## config.mk

```make
export PLATFORM = sky130hd
export DESIGN_NAME = touch_packet_decoder_core_flat
export DESIGN_NICKNAME = d
export VERILOG_FILES = /design/src/hdl/tpd_pkg.sv /design/src/hdl/tpd_if.sv /design/src/hdl/tpd_front.sv /design/src/hdl/tpd_queue.sv /design/src/hdl/tpd_back.sv /design/src/hdl/touch_packet_decoder_core.sv /design/src/flat_wrapper.sv
export SDC_FILE = /design/constraint.sdc
export NUM_CORES = 1
export LEC_CHECK = 0
export BUFFER_PORTS_ARGS = -buffer_cell sky130_fd_sc_hd__buf_2
export CAP_MARGIN = 5
export CORE_ASPECT_RATIO = 0.5
export CORE_MARGIN = 5
export CORE_UTILIZATION = 38
export DETAILED_ROUTE_END_ITERATION = 12
export PLACE_DENSITY_LB_ADDON = 0.15
export SYNTH_ARGS = -nofsm -noshare
export SYNTH_HDL_FRONTEND = slang
export SYNTH_SLANG_ARGS = --single-unit
```

## constraint.sdc

```tcl
create_clock -name clk -period 11.2 [get_ports clk]
set_input_delay 1.68 -clock clk [delete_from_list [all_inputs] [get_ports clk]]
set_output_delay 1.68 -clock clk [all_outputs]
set_load 0.02 [all_outputs]
```

## src/hdl/tpd_pkg.sv

```systemverilog
// Shared types, constants and arithmetic helpers for the touch packet decoder.
// No dependencies; the design files refer to this package by scope, the verification files import it.
package tpd_pkg;

  localparam int unsigned CoordW = 12;
  localparam int unsigned ProdW  = 2 * CoordW;

  localparam logic [7:0]        STATUS_MASK  = 8'h81;
  localparam logic [CoordW-1:0] RAW_CLAMP    = 12'd4095;
  localparam logic [CoordW-1:0] X_MAX_RESET  = 12'd479;
  localparam logic [CoordW-1:0] Y_MAX_RESET  = 12'd799;

  localparam int unsigned AddrW = 3;
  localparam logic REG_SCREEN_X_MAX = 1'b0;
  localparam logic REG_SCREEN_Y_MAX = 1'b1;

  typedef struct packed {
    logic              is_release;
    logic [CoordW-1:0] x_raw;
    logic [CoordW-1:0] y_raw;
  } tpd_job_t;

  typedef struct packed {
    logic full;
    logic valid;
  } tpd_qstat_t;

  function automatic logic [CoordW-1:0] tpd_clamp(input logic [6:0] lo7,
                                                   input logic [6:0] hi7);
    logic [13:0] raw;
    raw = {hi7, lo7};
    if (raw[13:12] != 2'b00) begin
      return RAW_CLAMP;
    end
    return raw[CoordW-1:0];
  endfunction

  // floor(p / 4095) for p below 4095*4096
  function automatic logic [CoordW-1:0] tpd_div4095(input logic [ProdW-1:0] p);
    logic [CoordW-1:0] q0;
    logic [CoordW:0]   r;
    q0 = p[ProdW-1:CoordW];
    r  = {1'b0, p[CoordW-1:0]} + {1'b0, q0};
    if (r >= {1'b0, RAW_CLAMP}) begin
      return q0 + 12'd1;
    end
    return q0;
  endfunction

endpackage

```

## src/hdl/tpd_if.sv

```systemverilog
// Handshake channels of the touch packet decoder: received bytes and events.
// Depends on tpd_pkg for the coordinate width.
interface tpd_byte_if;
  logic       valid;
  logic       ready;
  logic [7:0] rx_byte;

  modport source (output valid, output rx_byte, input ready);
  modport sink   (input valid, input rx_byte, output ready);
endinterface

interface tpd_event_if;
  logic                         valid;
  logic                         ready;
  logic                         is_release;
  logic [tpd_pkg::CoordW-1:0]   x_pixel;
  logic [tpd_pkg::CoordW-1:0]   y_pixel;

  modport source (output valid, output is_release, output x_pixel, output y_pixel,
                  input ready);
  modport sink   (input valid, input is_release, input x_pixel, input y_pixel,
                  output ready);
endinterface

```

## src/hdl/tpd_front.sv

```systemverilog
// Front end: accepts received bytes, tracks packet framing, clamps raw coordinates
// and pushes one job per complete packet. Depends on tpd_pkg and tpd_byte_if.
module tpd_front (
  input  logic                clk,
  input  logic                rst,
  tpd_byte_if.sink            rx,
  input  tpd_pkg::tpd_qstat_t qstat,
  output logic                push,
  output tpd_pkg::tpd_job_t   job
);

  typedef enum logic [4:0] {
    PH_IDLE = 5'b00001,
    PH_XLO  = 5'b00010,
    PH_XHI  = 5'b00100,
    PH_YLO  = 5'b01000,
    PH_YHI  = 5'b10000
  } phase_t;

  phase_t                     phase, phase_next;
  logic                       kind;
  logic [6:0]                 low_seven;
  logic [tpd_pkg::CoordW-1:0] x_raw_held;
  logic                       take;

  assign rx.ready = (phase != PH_YHI) || !qstat.full;
  assign take     = rx.valid && rx.ready;
  assign push     = take && (phase == PH_YHI);

  assign job.is_release = kind;
  assign job.x_raw      = x_raw_held;
  assign job.y_raw      = tpd_pkg::tpd_clamp(low_seven, rx.rx_byte[6:0]);

  always_comb begin
    phase_next = phase;
    unique case (phase)
      PH_XLO: phase_next = PH_XHI;
      PH_XHI: phase_next = PH_YLO;
      PH_YLO: phase_next = PH_YHI;
      PH_YHI: phase_next = PH_IDLE;
      default: begin
        phase_next = rx.rx_byte[7] ? PH_XLO : PH_IDLE;
      end
    endcase
  end

  always_ff @(posedge clk) begin
    if (rst) begin
      phase      <= PH_IDLE;
      kind       <= 1'b0;
      low_seven  <= 7'd0;
      x_raw_held <= '0;
    end else if (take) begin
      phase <= phase_next;
      unique case (phase)
        PH_XLO, PH_YLO: low_seven <= rx.rx_byte[6:0];
        PH_XHI: x_raw_held <= tpd_pkg::tpd_clamp(low_seven, rx.rx_byte[6:0]);
        PH_YHI: ;
        default: begin
          if ((rx.rx_byte & tpd_pkg::STATUS_MASK) == tpd_pkg::STATUS_MASK) begin
            kind <= 1'b0;
          end else if (rx.rx_byte[7]) begin
            kind <= 1'b1;
          end
        end
      endcase
    end
  end

`ifndef SYNTH
  a_push_on_last_byte: assert property (@(posedge clk) disable iff (rst)
    (take && phase == PH_YHI) |-> push)
    else $error("last coordinate byte accepted without a job push");
  a_no_push_when_full: assert property (@(posedge clk) disable iff (rst)
    push |-> !qstat.full)
    else $error("job pushed into a full queue");
  a_status_starts_packet: assert property (@(posedge clk) disable iff (rst)
    (take && phase == PH_IDLE && rx.rx_byte[7]) |=> (phase == PH_XLO))
    else $error("status byte did not start a packet");
`endif

endmodule

```

## src/hdl/tpd_queue.sv

```systemverilog
// Two-entry job queue between the framing front end and the scaling back end.
// Depends on tpd_pkg for the job and status types.
module tpd_queue (
  input  logic                clk,
  input  logic                rst,
  input  logic                push,
  input  tpd_pkg::tpd_job_t   push_job,
  input  logic                pop,
  output tpd_pkg::tpd_job_t   pop_job,
  output tpd_pkg::tpd_qstat_t qstat
);

  tpd_pkg::tpd_job_t mem [2];
  logic              wr_ptr;
  logic              rd_ptr;
  logic [1:0]        count;

  assign qstat.full  = (count == 2'd2);
  assign qstat.valid = (count != 2'd0);
  assign pop_job     = mem[rd_ptr];

  always_ff @(posedge clk) begin
    if (push) begin
      mem[wr_ptr] <= push_job;
    end
  end

  always_ff @(posedge clk) begin
    if (rst) begin
      wr_ptr <= 1'b0;
      rd_ptr <= 1'b0;
      count  <= 2'd0;
    end else begin
      if (push) begin
        wr_ptr <= ~wr_ptr;
      end
      if (pop) begin
        rd_ptr <= ~rd_ptr;
      end
      count <= count + {1'b0, push} - {1'b0, pop};
    end
  end

`ifndef SYNTH
  a_count_bound: assert property (@(posedge clk) disable iff (rst)
    count <= 2'd2)
    else $error("queue count out of range");
  a_no_pop_empty: assert property (@(posedge clk) disable iff (rst)
    pop |-> qstat.valid)
    else $error("pop from empty queue");
  a_push_grows: assert property (@(posedge clk) disable iff (rst)
    (push && !pop) |=> (count == $past(count) + 2'd1))
    else $error("push without pop did not grow the queue");
`endif

endmodule

```

## src/hdl/tpd_back.sv

```systemverilog
// Back end: pops jobs, multiplies raw coordinates by the screen limits, divides by
// 4095 and holds the event in an output register. Depends on tpd_pkg, tpd_event_if.
module tpd_back (
  input  logic                       clk,
  input  logic                       rst,
  input  tpd_pkg::tpd_qstat_t        qstat,
  input  tpd_pkg::tpd_job_t          job,
  output logic                       pop,
  input  logic [tpd_pkg::CoordW-1:0] screen_x_max,
  input  logic [tpd_pkg::CoordW-1:0] screen_y_max,
  tpd_event_if.source                evt
);

  logic                      m_valid;
  logic                      m_kind;
  logic [tpd_pkg::ProdW-1:0] m_px;
  logic [tpd_pkg::ProdW-1:0] m_py;
  logic                      o_valid;
  logic                      o_load_ok;
  logic                      m_load_ok;

  assign o_load_ok = !o_valid || evt.ready;
  assign m_load_ok = !m_valid || o_load_ok;
  assign pop       = qstat.valid && m_load_ok;
  assign evt.valid = o_valid;

  always_ff @(posedge clk) begin
    if (pop) begin
      m_kind <= job.is_release;
      m_px   <= job.x_raw * screen_x_max;
      m_py   <= job.y_raw * screen_y_max;
    end
    if (m_valid && o_load_ok) begin
      evt.is_release <= m_kind;
      evt.x_pixel    <= tpd_pkg::tpd_div4095(m_px);
      evt.y_pixel    <= tpd_pkg::tpd_div4095(m_py);
    end
  end

  always_ff @(posedge clk) begin
    if (rst) begin
      m_valid <= 1'b0;
      o_valid <= 1'b0;
    end else begin
      if (m_load_ok) begin
        m_valid <= pop;
      end
      if (o_load_ok) begin
        o_valid <= m_valid;
      end
    end
  end

`ifndef SYNTH
  a_no_pop_while_blocked: assert property (@(posedge clk) disable iff (rst)
    (m_valid && o_valid && !evt.ready) |-> !pop)
    else $error("job popped while the back end is blocked");
  a_product_moves_on: assert property (@(posedge clk) disable iff (rst)
    (m_valid && o_load_ok) |=> o_valid)
    else $error("product stage advanced without filling the output register");
  a_evt_held: assert property (@(posedge clk) disable iff (rst)
    (evt.valid && !evt.ready)
      |=> (evt.valid && $stable(evt.x_pixel) && $stable(evt.y_pixel)))
    else $error("event changed while the sink stalls");
`endif

endmodule

```

## src/hdl/touch_packet_decoder_core.sv

```systemverilog
// Touch packet decoder top level: scale registers on the APB port, front end,
// job queue and back end. Depends on tpd_pkg, tpd_if, tpd_front, tpd_queue, tpd_back.
//
// Usage:
//   rx carries one received controller byte per transaction. While idle, a byte with
//   bit 7 set opens a packet (bit 0 set: press, clear: release); the next four bytes
//   are x low, x high, y low, y high (seven bits each). Other idle bytes are dropped.
//   evt carries one event per packet: is_release, x_pixel and y_pixel, where each
//   pixel is min(raw,4095)*max/4095 truncated, using screen_x_max/screen_y_max.
//   The APB port writes screen_x_max at address 0 and screen_y_max at address 4.
//   A job passes the queue, the product stage (one multiply per coordinate) and the
//   output register to evt. Throughput: one byte per cycle while rx is ready, set by
//   the framing front end; the back end takes one event per cycle unless evt stalls.
//   A stalled evt fills the output register, the product stage and a two-entry job
//   queue; rx keeps taking bytes until a final packet byte finds the queue full.
//   Reset is synchronous: framing returns to idle, queue and stages empty, and the
//   scale registers return to 479 and 799.
module touch_packet_decoder_core (
  input  logic                        clk,
  input  logic                        rst,
  tpd_byte_if.sink                    rx,
  tpd_event_if.source                 evt,
  input  logic                        psel,
  input  logic                        penable,
  input  logic                        pwrite,
  input  logic [tpd_pkg::AddrW-1:0]   paddr,
  input  logic [31:0]                 pwdata,
  output logic [31:0]                 prdata,
  output logic                        pready
);

  logic [tpd_pkg::CoordW-1:0] screen_x_max;
  logic [tpd_pkg::CoordW-1:0] screen_y_max;
  logic                       cfg_write;
  logic                       push;
  logic                       pop;
  tpd_pkg::tpd_job_t          push_job;
  tpd_pkg::tpd_job_t          pop_job;
  tpd_pkg::tpd_qstat_t        qstat;

  assign pready    = 1'b1;
  assign cfg_write = psel && penable && pwrite && pready;

  always_comb begin
    unique case (paddr[2])
      tpd_pkg::REG_SCREEN_X_MAX: prdata = {20'd0, screen_x_max};
      tpd_pkg::REG_SCREEN_Y_MAX: prdata = {20'd0, screen_y_max};
      default:                   prdata = 32'd0;
    endcase
  end

  always_ff @(posedge clk) begin
    if (rst) begin
      screen_x_max <= tpd_pkg::X_MAX_RESET;
      screen_y_max <= tpd_pkg::Y_MAX_RESET;
    end else if (cfg_write) begin
      unique case (paddr[2])
        tpd_pkg::REG_SCREEN_X_MAX: screen_x_max <= pwdata[tpd_pkg::CoordW-1:0];
        tpd_pkg::REG_SCREEN_Y_MAX: screen_y_max <= pwdata[tpd_pkg::CoordW-1:0];
        default: ;
      endcase
    end
  end

  tpd_front u_front (
    .clk   (clk),
    .rst   (rst),
    .rx    (rx),
    .qstat (qstat),
    .push  (push),
    .job   (push_job)
  );

  tpd_queue u_queue (
    .clk      (clk),
    .rst      (rst),
    .push     (push),
    .push_job (push_job),
    .pop      (pop),
    .pop_job  (pop_job),
    .qstat    (qstat)
  );

  tpd_back u_back (
    .clk          (clk),
    .rst          (rst),
    .qstat        (qstat),
    .job          (pop_job),
    .pop          (pop),
    .screen_x_max (screen_x_max),
    .screen_y_max (screen_y_max),
    .evt          (evt)
  );

`ifndef SYNTH
  a_cfg_x_write: assert property (@(posedge clk) disable iff (rst)
    (cfg_write && paddr[2] == tpd_pkg::REG_SCREEN_X_MAX)
      |=> (screen_x_max == $past(pwdata[tpd_pkg::CoordW-1:0])))
    else $error("screen_x_max not updated by write");
  a_cfg_y_hold: assert property (@(posedge clk) disable iff (rst)
    !(cfg_write && paddr[2] == tpd_pkg::REG_SCREEN_Y_MAX) |=> $stable(screen_y_max))
    else $error("screen_y_max changed without a write");
  a_push_needs_byte: assert property (@(posedge clk) disable iff (rst)
    push |-> (rx.valid && rx.ready))
    else $error("job pushed without an accepted byte");
`endif

endmodule

```

## src/flat_wrapper.sv

```systemverilog
// flat-port wrapper written by rule: the top's interface ports become plain ports
module touch_packet_decoder_core_flat 
  (clk, rst, psel, penable, pwrite, paddr, pwdata, prdata, pready, rx_valid, rx_rx_byte, rx_ready, evt_valid, evt_is_release, evt_x_pixel, evt_y_pixel, evt_ready);
  tpd_byte_if rx_i ();
  tpd_event_if evt_i ();
  input  logic clk;
  input  logic rst;
  input  logic psel;
  input  logic penable;
  input  logic pwrite;
  input  logic [tpd_pkg::AddrW-1:0] paddr;
  input  logic [31:0] pwdata;
  output logic [31:0] prdata;
  output logic pready;
  input wire logic [$bits(rx_i.valid)-1:0] rx_valid;
  input wire logic [$bits(rx_i.rx_byte)-1:0] rx_rx_byte;
  output wire logic [$bits(rx_i.ready)-1:0] rx_ready;
  output wire logic [$bits(evt_i.valid)-1:0] evt_valid;
  output wire logic [$bits(evt_i.is_release)-1:0] evt_is_release;
  output wire logic [$bits(evt_i.x_pixel)-1:0] evt_x_pixel;
  output wire logic [$bits(evt_i.y_pixel)-1:0] evt_y_pixel;
  input wire logic [$bits(evt_i.ready)-1:0] evt_ready;
  assign rx_i.valid = rx_valid;
  assign rx_i.rx_byte = rx_rx_byte;
  assign rx_ready = rx_i.ready;
  assign evt_valid = evt_i.valid;
  assign evt_is_release = evt_i.is_release;
  assign evt_x_pixel = evt_i.x_pixel;
  assign evt_y_pixel = evt_i.y_pixel;
  assign evt_i.ready = evt_ready;
  touch_packet_decoder_core u_core (.clk(clk), .rst(rst), .rx(rx_i), .evt(evt_i), .psel(psel), .penable(penable), .pwrite(pwrite), .paddr(paddr), .pwdata(pwdata), .prdata(prdata), .pready(pready));
endmodule
```

==> reports/metrics.csv, run 1 <==
metric,value,unit
Crit Path Category,reg -> reg,
Root Buffer,clkbuf_16,
GPL Wtd Cong,0.791,
initial antenna violation count,0,
vias in the first global route,12000,
setup TNS,0,ns
#FFs+latches synth,180,
CP endpoint kind,flip-flop,
layout cells sized above 1,8.79,%
Pins Over Slew Limit,0,
Clock Latency Late Sink,0.46,ns
clock-pin slew on the worst setup and hold paths,0.08,ns
DRC Markers,0,
initial DRC count,554,
Worst slew margin,23.2,%
post-CTS setup repair buffer count,0,
clock skew,0.0141,ns
YS warnings,0,
sequential fraction of the synthesis area,27.8,%
Die Span X,313,um
DR WL/cell,16.2,um
status,completed,
Worst Hold Class,reg -> reg,
"wirelength, routed",38900,um
Final Hold Fails,0,
global-route wire length before repair,65100,um
largest net degree at the start of global routing,57,
maxcap violations,0,
Yosys cell types,61,
post-cts gate resize count,0,
# clock sinks,180,
fin crit period,6.50,ns
Critical Path RT,11.41,ns
Detail Route Antenna Nets,0,
GRT Resource Usage Total,16.1,%
startpoint class of the critical path,flip-flop,
Via Count,11600,
top_reg_cell synth,edfxtp_1,
Core ar.,45300,sq um
CTS tree,done,
Avg Vias per Cell,4.83,
remaining global-route overflow,0,
DIE HEIGHT,161,um
CP Max Fanout,25,
Mapped Area,17400,sq um
DPL Wire Length,29800,um
Worst Max-Slew Pin Slew,1.14,ns
Setup WS post-layout,4.70,ns
RSZ-0062 raised after global routing,false,
area delta synth->final,7.97,%
# hold bufs at CTS,0,
clock buffer depth,2,
Post-synth EDFFs,124,
"Avg Cell Area, Syn",9.89,sq um
htree depth,4,
CTS Buf Count,17,
die footprint,50500,sq um
final setup violating endpoints,0,
Final #Nets,2188,
Placement Setup Slack,4.67,ns
FMAX,0.154,GHz
period utilization,58.0,%
"Data arrival, critical path",6.71,ns
diodes inserted,0,
Synth async-reset ratio,0,%
floorplan row count,55,
Initial Util,38.5,%
number of iterations in the first detailed-routing pass,5,
IO Pins,110,
Cells after Synth,1761,
I/O Buffers,66,
[logic make-up (layout without fill, tap and decap cells)]
family,after synthesis,after routing,share of synthesized area [%]
AO/OA/AOI/OAI,166,166,6.53
XOR/XNOR,73,73,3.67
adder cells (fa/ha/maj),354,354,34.1
buffers and inverters,369,386,8.43
flip-flops,180,180,27.8
multiplexers,65,65,4.00
other,2,21,0.0431
AND/OR/NAND/NOR,552,552,15.4
[layout by cell type (no fill, tap or decap), types with 4 or more instances in the layout]
cell type	Yosys	routed
a31oi_1	4	4
nor2_1	74	72
nand4b_1	5	5
edfxtp_1	124	124
fa_1	202	202
nand2b_1	12	12
nor4_1	4	4
nand4_1	12	12
o21ai_0	14	14
o21a_1	8	8
xor2_1	18	18
nand3_1	23	23
o211ai_1	5	5
dfxtp_1	56	56
conb_1	2	21
nand2_1	233	233
inv_6	0	4
nor2b_1	34	33
a21oi_1	57	56
or3_1	18	18
inv_1	279	279
xnor2_1	55	55
mux2i_1	28	28
nor3_1	16	16
a211o_1	11	11
and3_1	8	8
a21o_1	29	29
mux2_2	36	36
clkbuf_16	0	17
buf_4	22	9
ha_1	152	152
a211oi_1	8	8
nand3b_1	8	8
buf_2	0	66
or2_2	4	4
and2_1	96	96
[per-layer routing]
layer  GRT usage [%]  vias up  share of wire [%]
met2            26.9      135                 46
met4            4.15        0                1.8
met3            2.12       40                2.6
li1                -     5689                  -
met5               0        -                  0
met1            22.4     5694                 49
[per-stage QoR]
stage | util, % | hold WS [ns] | instance area (sq um) | cells
6_report | 41.5 | 0.428 | 18800 | 2395
5_1_grt | 41.5 | 0.433 | 18800 | 2395
4_1_cts | 41.5 | 0.434 | 18800 | 2395
3_5_place_dp | 40.3 | 0.416 | 18200 | 2363
3_3_place_gp | 40.3 | 0.419 | 18200 | 2363
2_1_floorplan | - | 0.400 | 17500 | 1780
[cells in the mapped netlist (2+ instances only)]
| library cell | instances | share of area, % |
|---|---|---|
| nor2_1 | 74 | 1.6 |
| nand4b_1 | 5 | 0.25 |
| o21ai_0 | 14 | 0.40 |
| buf_4 | 22 | 0.95 |
| mux2i_1 | 28 | 1.6 |
| a31oi_1 | 4 | 0.14 |
| o21ai_1 | 2 | 0.057 |
| dfxtp_1 | 56 | 6.4 |
| and2_1 | 96 | 3.4 |
| nor3_1 | 16 | 0.46 |
| ha_1 | 152 | 11 |
| o31ai_1 | 3 | 0.13 |
| nand2b_1 | 12 | 0.43 |
| fa_1 | 202 | 23 |
| buf_1 | 2 | 0.043 |
| o21bai_1 | 3 | 0.13 |
| nand2_1 | 233 | 5.0 |
| and3_1 | 8 | 0.29 |
| or3_1 | 18 | 0.65 |
| mux2_2 | 36 | 2.3 |
| nor2b_1 | 34 | 1.2 |
| a21o_1 | 29 | 1.3 |
| or2_2 | 4 | 0.14 |
| nand4_1 | 12 | 0.43 |
| a211oi_1 | 8 | 0.34 |
| inv_1 | 279 | 6.0 |
| o2111ai_1 | 2 | 0.10 |
| xnor2_1 | 55 | 2.8 |
| a211o_1 | 11 | 0.55 |
| a21oi_1 | 57 | 1.6 |
| a2111oi_0 | 2 | 0.10 |
| edfxtp_1 | 124 | 21 |
| a22oi_1 | 2 | 0.086 |
| o21a_1 | 8 | 0.34 |
| a211oi_2 | 2 | 0.14 |
| clkbuf_1 | 66 | 1.4 |
| xor2_1 | 18 | 0.91 |
| nand3_1 | 23 | 0.66 |
| o211ai_1 | 5 | 0.22 |
| o31a_1 | 2 | 0.10 |
| conb_1 | 2 | 0.043 |
| nand3b_1 | 8 | 0.34 |
| nor4_1 | 4 | 0.14 |
[worst paths after layout]
check | from | cells after the start | slack (ns) | to
setup / recovery | flip-flop | 21 | 4.70 | u_core.u_back.m_px[21]
hold / removal | u_core.u_back.m_kind | 0 | 0.43 | u_core.u_back.evt.is_release
setup reg to reg | flip-flop | 21 | 4.70 | u_core.u_back.m_px[21]
hold reg to reg | u_core.u_back.m_kind | 0 | 0.43 | u_core.u_back.evt.is_release
[state kept, by name, indices dropped and copies added, names as in the netlist, named ones only]
signal and cells:
u_core.u_back.evt.is_release 1, u_core.u_queue.wr_ptr 1, u_core.u_back.m_valid 1, u_core.u_queue.mem 50, u_core.screen_x_max 12, u_core.u_back.m_kind 1, u_core.u_back.evt.valid 1, u_core.u_queue.rd_ptr 1
u_core.u_front.low_seven 7, u_core.u_front.phase 5, u_core.u_back.m_px 24, u_core.u_back.evt.x_pixel 12, u_core.screen_y_max 12, u_core.u_front.kind 1, u_core.u_back.m_py 24, u_core.u_front.x_raw_held 12
u_core.u_back.evt.y_pixel 12, u_core.u_queue.count 2
[area by class of cell]
cell class	count	area [sq um]
Clock buffer	17	425
Clock inverter	15	143
Fill cell	4455	26500
Inverter	279	1050
Multi-Input combinational cell	1231	11200
Sequential cell	180	4840
Tap cell	598	748
Timing Repair Buffer	75	398
[worst max-delay path: stages (launching register included)]
cell and delay, ns:
dfxtp_1 0.31, buf_4 0.34, mux2_2 0.51, and2_1 0.22, fa_1 0.53, inv_1 0.05, fa_1 0.52, inv_1 0.05
fa_1 0.38, fa_1 0.52, inv_1 0.05, fa_1 0.47, inv_1 0.04, ha_1 0.33, a21o_1 0.18, a21o_1 0.17
a21o_1 0.19, a2111oi_1 0.55, nor4_1 0.19, or3_1 0.37, a21oi_1 0.18, xnor2_1 0.09
Power of run 1 is left out: the tool's default activity adds up to more than one toggle a clock period on the data nets, which glitch-free logic cannot reach.
==> run 2, diff against run 1 <==
Clock period 11.2 ns to 5.9 ns, I/O delays scaled along.
==> run 2 against run 1 <==
Flip-flop and latch count unchanged. Count of clock-buffer cells in the layout unchanged. Setup slack got worse by 4.5 ns. Global-route usage about the same. Sequential share of layout area decreased by 1.2 points. Largest cell class unchanged. Cell count increased by 3.3%. Hold slack got worse by 0.0055 ns. Critical path depth unchanged. Critical endpoint is now u_core.u_back.m_py[23]. Register-to-register slack got worse by 4.5 ns.
==> reports/metrics.csv, run 2 (synthesized netlist as in run 1, its figures left out) <==
metric,value,unit
setup TNS,0,ns
Root Buffer,clkbuf_16,
Avg Vias per Cell,4.79,
"Data arrival, critical path",5.87,ns
Via Count,11900,
initial antenna violation count,0,
GRT Resource Usage Total,16.2,%
floorplan row count,55,
DR WL/cell,15.7,um
CP endpoint kind,flip-flop,
area delta synth->final,13.3,%
Setup WS post-layout,0.233,ns
# hold bufs at CTS,0,
Clock Latency Late Sink,0.46,ns
initial DRC count,594,
Reg2Reg Capture Point,u_core.u_back.m_py[23],
CTS tree,done,
end of the critical path,u_core.u_back.m_py[23],
IO Pins,110,
area of the multi-input gates,11500,sq um
clock-pin slew on the worst setup and hold paths,0.08,ns
GPL Wtd Cong,0.791,
"wirelength, routed",39000,um
Critical Path RT,6.10,ns
post-layout util,43.6,%
diodes inserted,0,
"commonest non-fill, non-tap cell in the layout",inv_1,
period utilization,96.0,%
global-route wire length before repair,66100,um
max FFs per register,50,
CP Max Fanout,5,
Worst Hold Class,reg -> reg,
Initial Util,38.5,%
Final #Nets,2268,
Final Hold Fails,0,
maxcap violations,0,
remaining global-route overflow,0,
Worst slew margin,34.3,%
Die Span X,313,um
Core ar.,45300,sq um
number of iterations in the first detailed-routing pass,5,
fin crit period,5.67,ns
layout cells sized above 1,14.4,%
Pins Over Slew Limit,0,
final setup violating endpoints,0,
DIE HEIGHT,161,um
Filler cells,4363,
clock skew,0.0240,ns
length in cells of the worst reg-to-reg path,21,
startpoint class of the critical path,flip-flop,
clock buffer depth,2,
I/O Buffers,66,
flop2flop setup slack,0.23,ns
Reg area,4850,sq um
die footprint,50500,sq um
most frequent cells in the layout,"277 x inv_1, 232 x nand2_1, 202 x fa_1, 144 x ha_1, 124 x edfxtp_1",
DRC Markers,0,
DPL Wire Length,31100,um
CTS Buf Count,17,
largest net degree at the start of global routing,57,
htree depth,4,
Largest regs,"u_core.u_queue.mem: 50 flops, u_core.u_back.m_px: 24 flops, u_core.u_back.m_py: 24 flops",
Largest Register,u_core.u_queue.mem,
vias in the first global route,12300,
status,completed,
Placement Setup Slack,0.00137,ns
Worst Max-Slew Pin Slew,0.984,ns
# clock sinks,180,
Crit Path Category,reg -> reg,
FMAX,0.176,GHz
Detail Route Antenna Nets,0,
==> run 2: worst max-delay path: stages, from the launching register on <==
cell      delay, ns
dfxtp_2        0.34
buf_6          0.13
buf_4          0.15
mux2_2         0.26
nand2_1        0.09
fa_1           0.55
inv_1          0.05
fa_1           0.49
inv_1          0.05
fa_1           0.53
fa_1           0.44
fa_1           0.48
inv_1          0.04
ha_1           0.31
a2111o_1       0.42
o21ai_1        0.16
buf_4          0.14
a21o_1         0.14
a21oi_2        0.08
a211oi_2       0.31
a21oi_2        0.10
xnor2_1        0.13
==> run 2: final cells by class <==
| class | count | area share, % |
|---|---|---|
| Clock buffer | 17 | 2.16 |
| Timing Repair Buffer | 155 | 5.14 |
| Multi-Input combinational cell | 1231 | 58.2 |
| Clock inverter | 15 | 0.888 |
| Tap cell | 598 | 3.79 |
| Inverter | 279 | 5.31 |
| Sequential cell | 180 | 24.6 |
==> run 2: what timing repair did <==
item,4_1_cts,5_1_grt
setup endpoints to repair,4,11
pin swaps,1,27
buffers inserted,0,5
resized for setup,4,46
==> run 2: metal layers <==
metal | share of wire (%) | GRT usage (%) | vias up
li1 | - | - | 5852
met1 | 51 | 23.3 | 5843
met2 | 46 | 26.5 | 138
met3 | 2.7 | 2.35 | 19
met4 | 0.90 | 2.67 | 0
met5 | 0 | 0 | -
==> run 2: worst min path at each step <==
stage,from,end,cells after the start
after floorplan,u_core.u_back.m_kind,u_core.u_back.evt.is_release,0
after global placement,u_core.u_back.m_kind,u_core.u_back.evt.is_release,0
after detailed placement,u_core.u_back.m_kind,u_core.u_back.evt.is_release,0
after CTS,u_core.u_back.m_kind,u_core.u_back.evt.is_release,0
after global routing,u_core.u_back.m_kind,u_core.u_back.evt.is_release,0
final,u_core.u_back.m_kind,u_core.u_back.evt.is_release,0
==> run 2: stage by stage <==
step	hold WS [ns]	instance area [sq um]	instances
2_1_floorplan	0.400	17600	1780
4_1_cts	0.427	19500	2469
6_report	0.422	19700	2475
5_1_grt	0.444	19700	2475
3_3_place_gp	0.401	18800	2437
3_5_place_dp	0.406	18800	2437
Power of run 2 is left out for the same reason.
==> run 3, diff against run 2 <==
Settings changed: ABC_AREA set to 1, BUFFER_PORTS_ARGS -buffer_cell sky130_fd_sc_hd__buf_2 to -buffer_cell sky130_fd_sc_hd__buf_4.
==> run 3 against run 2 <==
Global-route usage is 1.8 points higher. Critical path type unchanged. Sequential share of layout area is 0.19 points lower. Design area is 0.76% higher. Clock skew is 0.0078 ns lower. Flip-flop and latch count stayed put.
==> reports/metrics.csv, run 3 <==
metric,value,unit
"commonest non-fill, non-tap cell in the layout",nand2_1,
clock skew,0.0161,ns
CTS Buf Count,17,
Crit Path Category,reg -> reg,
startpoint class of the critical path,flip-flop,
Clock Latency Late Sink,0.46,ns
GRT Resource Usage Total,18.0,%
flop2flop setup slack,0.30,ns
area delta synth->final,12.9,%
I/O Buffers,66,
Synth async-reset ratio,0,%
Critical Path RT,6.10,ns
WP buf/inv,7,
remaining global-route overflow,0,
Mapped Area,17600,sq um
"slowest stage delay, CP",0.52,ns
hold path startpoint,u_core.u_back.m_kind,
dominant cell type by count on the critical path,fa_1,
Die Span X,314,um
Avg Vias per Cell,4.70,
"Data arrival, critical path",5.81,ns
DRC Markers,0,
final setup violating endpoints,0,
max FFs per register,50,
DR WL/cell,16.0,um
maxcap violations,0,
Final Hold Fails,0,
worst-case hold path end point,u_core.u_back.evt.is_release,
sequential fraction of the synthesis area,27.5,%
#FFs+latches synth,180,
Post-DP Area,19200,sq um
global-route wire length before repair,71900,um
post-route cell area,19900,sq um
htree depth,4,
Reg2Reg Capture Point,u_core.u_back.m_px[16],
critical path's top delay family,adder cells,
fin crit period,5.60,ns
floorplan row count,55,
Worst Max-Slew Pin Slew,1.08,ns
hold path depth,0,
number of iterations in the first detailed-routing pass,5,
# clock sinks,180,
initial antenna violation count,0,
DIE HEIGHT,162,um
largest net degree at the start of global routing,53,
GPL Wtd Cong,0.853,
Initial Util,38.7,%
top_reg_cell synth,edfxtp_1,
Final #Nets,2574,
"count leader, synth",nand2_1,
Largest regs,"u_core.u_queue.mem: 50 flops, u_core.u_back.m_px: 24 flops, u_core.u_back.m_py: 24 flops",
clock-pin slew on the worst setup and hold paths,0.09,ns
diodes inserted,0,
leading area contributor after synthesis,fa_1,
Worst Hold Class,reg -> reg,
YS warnings,0,
Yosys cell types,47,
Core ar.,45500,sq um
leading post-synthesis cells by cell area,"fa_1 23%, edfxtp_1 21%, ha_1 11%",
Cells after Synth,2058,
Largest Register,u_core.u_queue.mem,
IO Pins,110,
Pins Over Slew Limit,0,
Via Count,13200,
layout cells sized above 1,11.5,%
length in cells of the worst reg-to-reg path,22,
Detail Route Antenna Nets,0,
crit path cell chain,inv_1 -> buf_4 -> or2_2 -> nand2_1 -> clkinv_1 -> nand2_1 -> fa_1 -> fa_1 -> inv_1 -> fa_1 -> fa_1 -> inv_1 -> fa_1 -> inv_1 -> ha_1 -> a21oi_1 -> o21a_1 -> o21ai_0 -> buf_4 -> nand3_1 -> nand2_1 -> xor2_1,
Worst slew margin,27.5,%
vias in the first global route,13200,
"Avg Cell Area, Syn",8.56,sq um
CP Max Fanout,9,
most frequent cells in the layout,"425 x nand2_1, 386 x inv_1, 202 x fa_1, 171 x nor2_1, 151 x ha_1",
Commonest cells post-synth,"429 x nand2_1, 388 x inv_1, 202 x fa_1, 173 x nor2_1, 152 x ha_1",
Crit-path slowest cell,fa_1,
FMAX,0.178,GHz
CP endpoint kind,flip-flop,
Post-synth EDFFs,124,
die footprint,51000,sq um
initial DRC count,777,
status,completed,
top cell type's share of synthesized area,23.0,%
Root Buffer,clkbuf_16,
setup TNS,0,ns
CTS tree,done,
clock buffer depth,2,
"wirelength, routed",44900,um
DPL Wire Length,37300,um
period utilization,95.0,%
-- run 3: area by class of cell --
type | count | area, sq um
timing repair buffer | 140 | 1060
multi-input combinational | 1427 | 11000
sequential | 180 | 4850
inverter | 404 | 1530
fill | 4582 | 25600
clock inverter | 15 | 209
clock buffer | 17 | 425
tap | 627 | 785
-- run 3: cells by family after synthesis --
group	count (synthesis)	synth area share (%)
compound gates	220	6.60
xor+xnor	61	3.03
fa+ha+maj	354	33.8
buf+inv	470	10.7
flops	180	27.5
other cells	2	0.0427
simple gates	771	18.4
-- run 3: metal layers --
metal  routed length, um  GRT usage, %  vias up
li1                    -             -     6603
met1               22400          26.1     6343
met2               20200          28.7      224
met3                1760          2.91       30
met4                 445          3.61        0
met5                   0             0        -
-- run 3: timing repair --
action                     in CTS  in global routing
hold buffers                    0                  0
setup endpoints to repair       0                 20
setup buffers                   0                  4
gates resized for setup         0                 22
-- run 3: stage by stage --
| step | utilization, % | instances | setup WS [ns] | hold WS, ns |
|---|---|---|---|---|
| 2_1_floorplan | - | 2077 | 0.580 | 0.400 |
| 3_3_place_gp | 42.1 | 2774 | 0.0882 | 0.403 |
| 3_5_place_dp | 42.1 | 2774 | 0.0528 | 0.417 |
| 4_1_cts | 43.5 | 2806 | 0.0223 | 0.440 |
| 5_1_grt | 43.7 | 2810 | -0.00249 | 0.449 |
| 6_report | 43.7 | 2810 | 0.296 | 0.440 |
-- run 3: how the worst max path moves through the flow --
| stage | start | endpoint | slack, ns | cells past startpoint |
|---|---|---|---|---|
| after global placement | flip-flop | u_core.u_back.m_py[21] | 0.09 | 24 |
| final | flip-flop | u_core.u_back.m_px[16] | 0.30 | 22 |
| after CTS | flip-flop | u_core.u_back.m_py[21] | 0.02 | 24 |
| after global routing | flip-flop | u_core.u_back.m_py[21] | -0.002 | 24 |
| after floorplan | flip-flop | u_core.u_back.m_px[15] | 0.58 | 21 |
| after detailed placement | flip-flop | u_core.u_back.m_py[21] | 0.05 | 24 |
Power of run 3 is left out for the same reason.
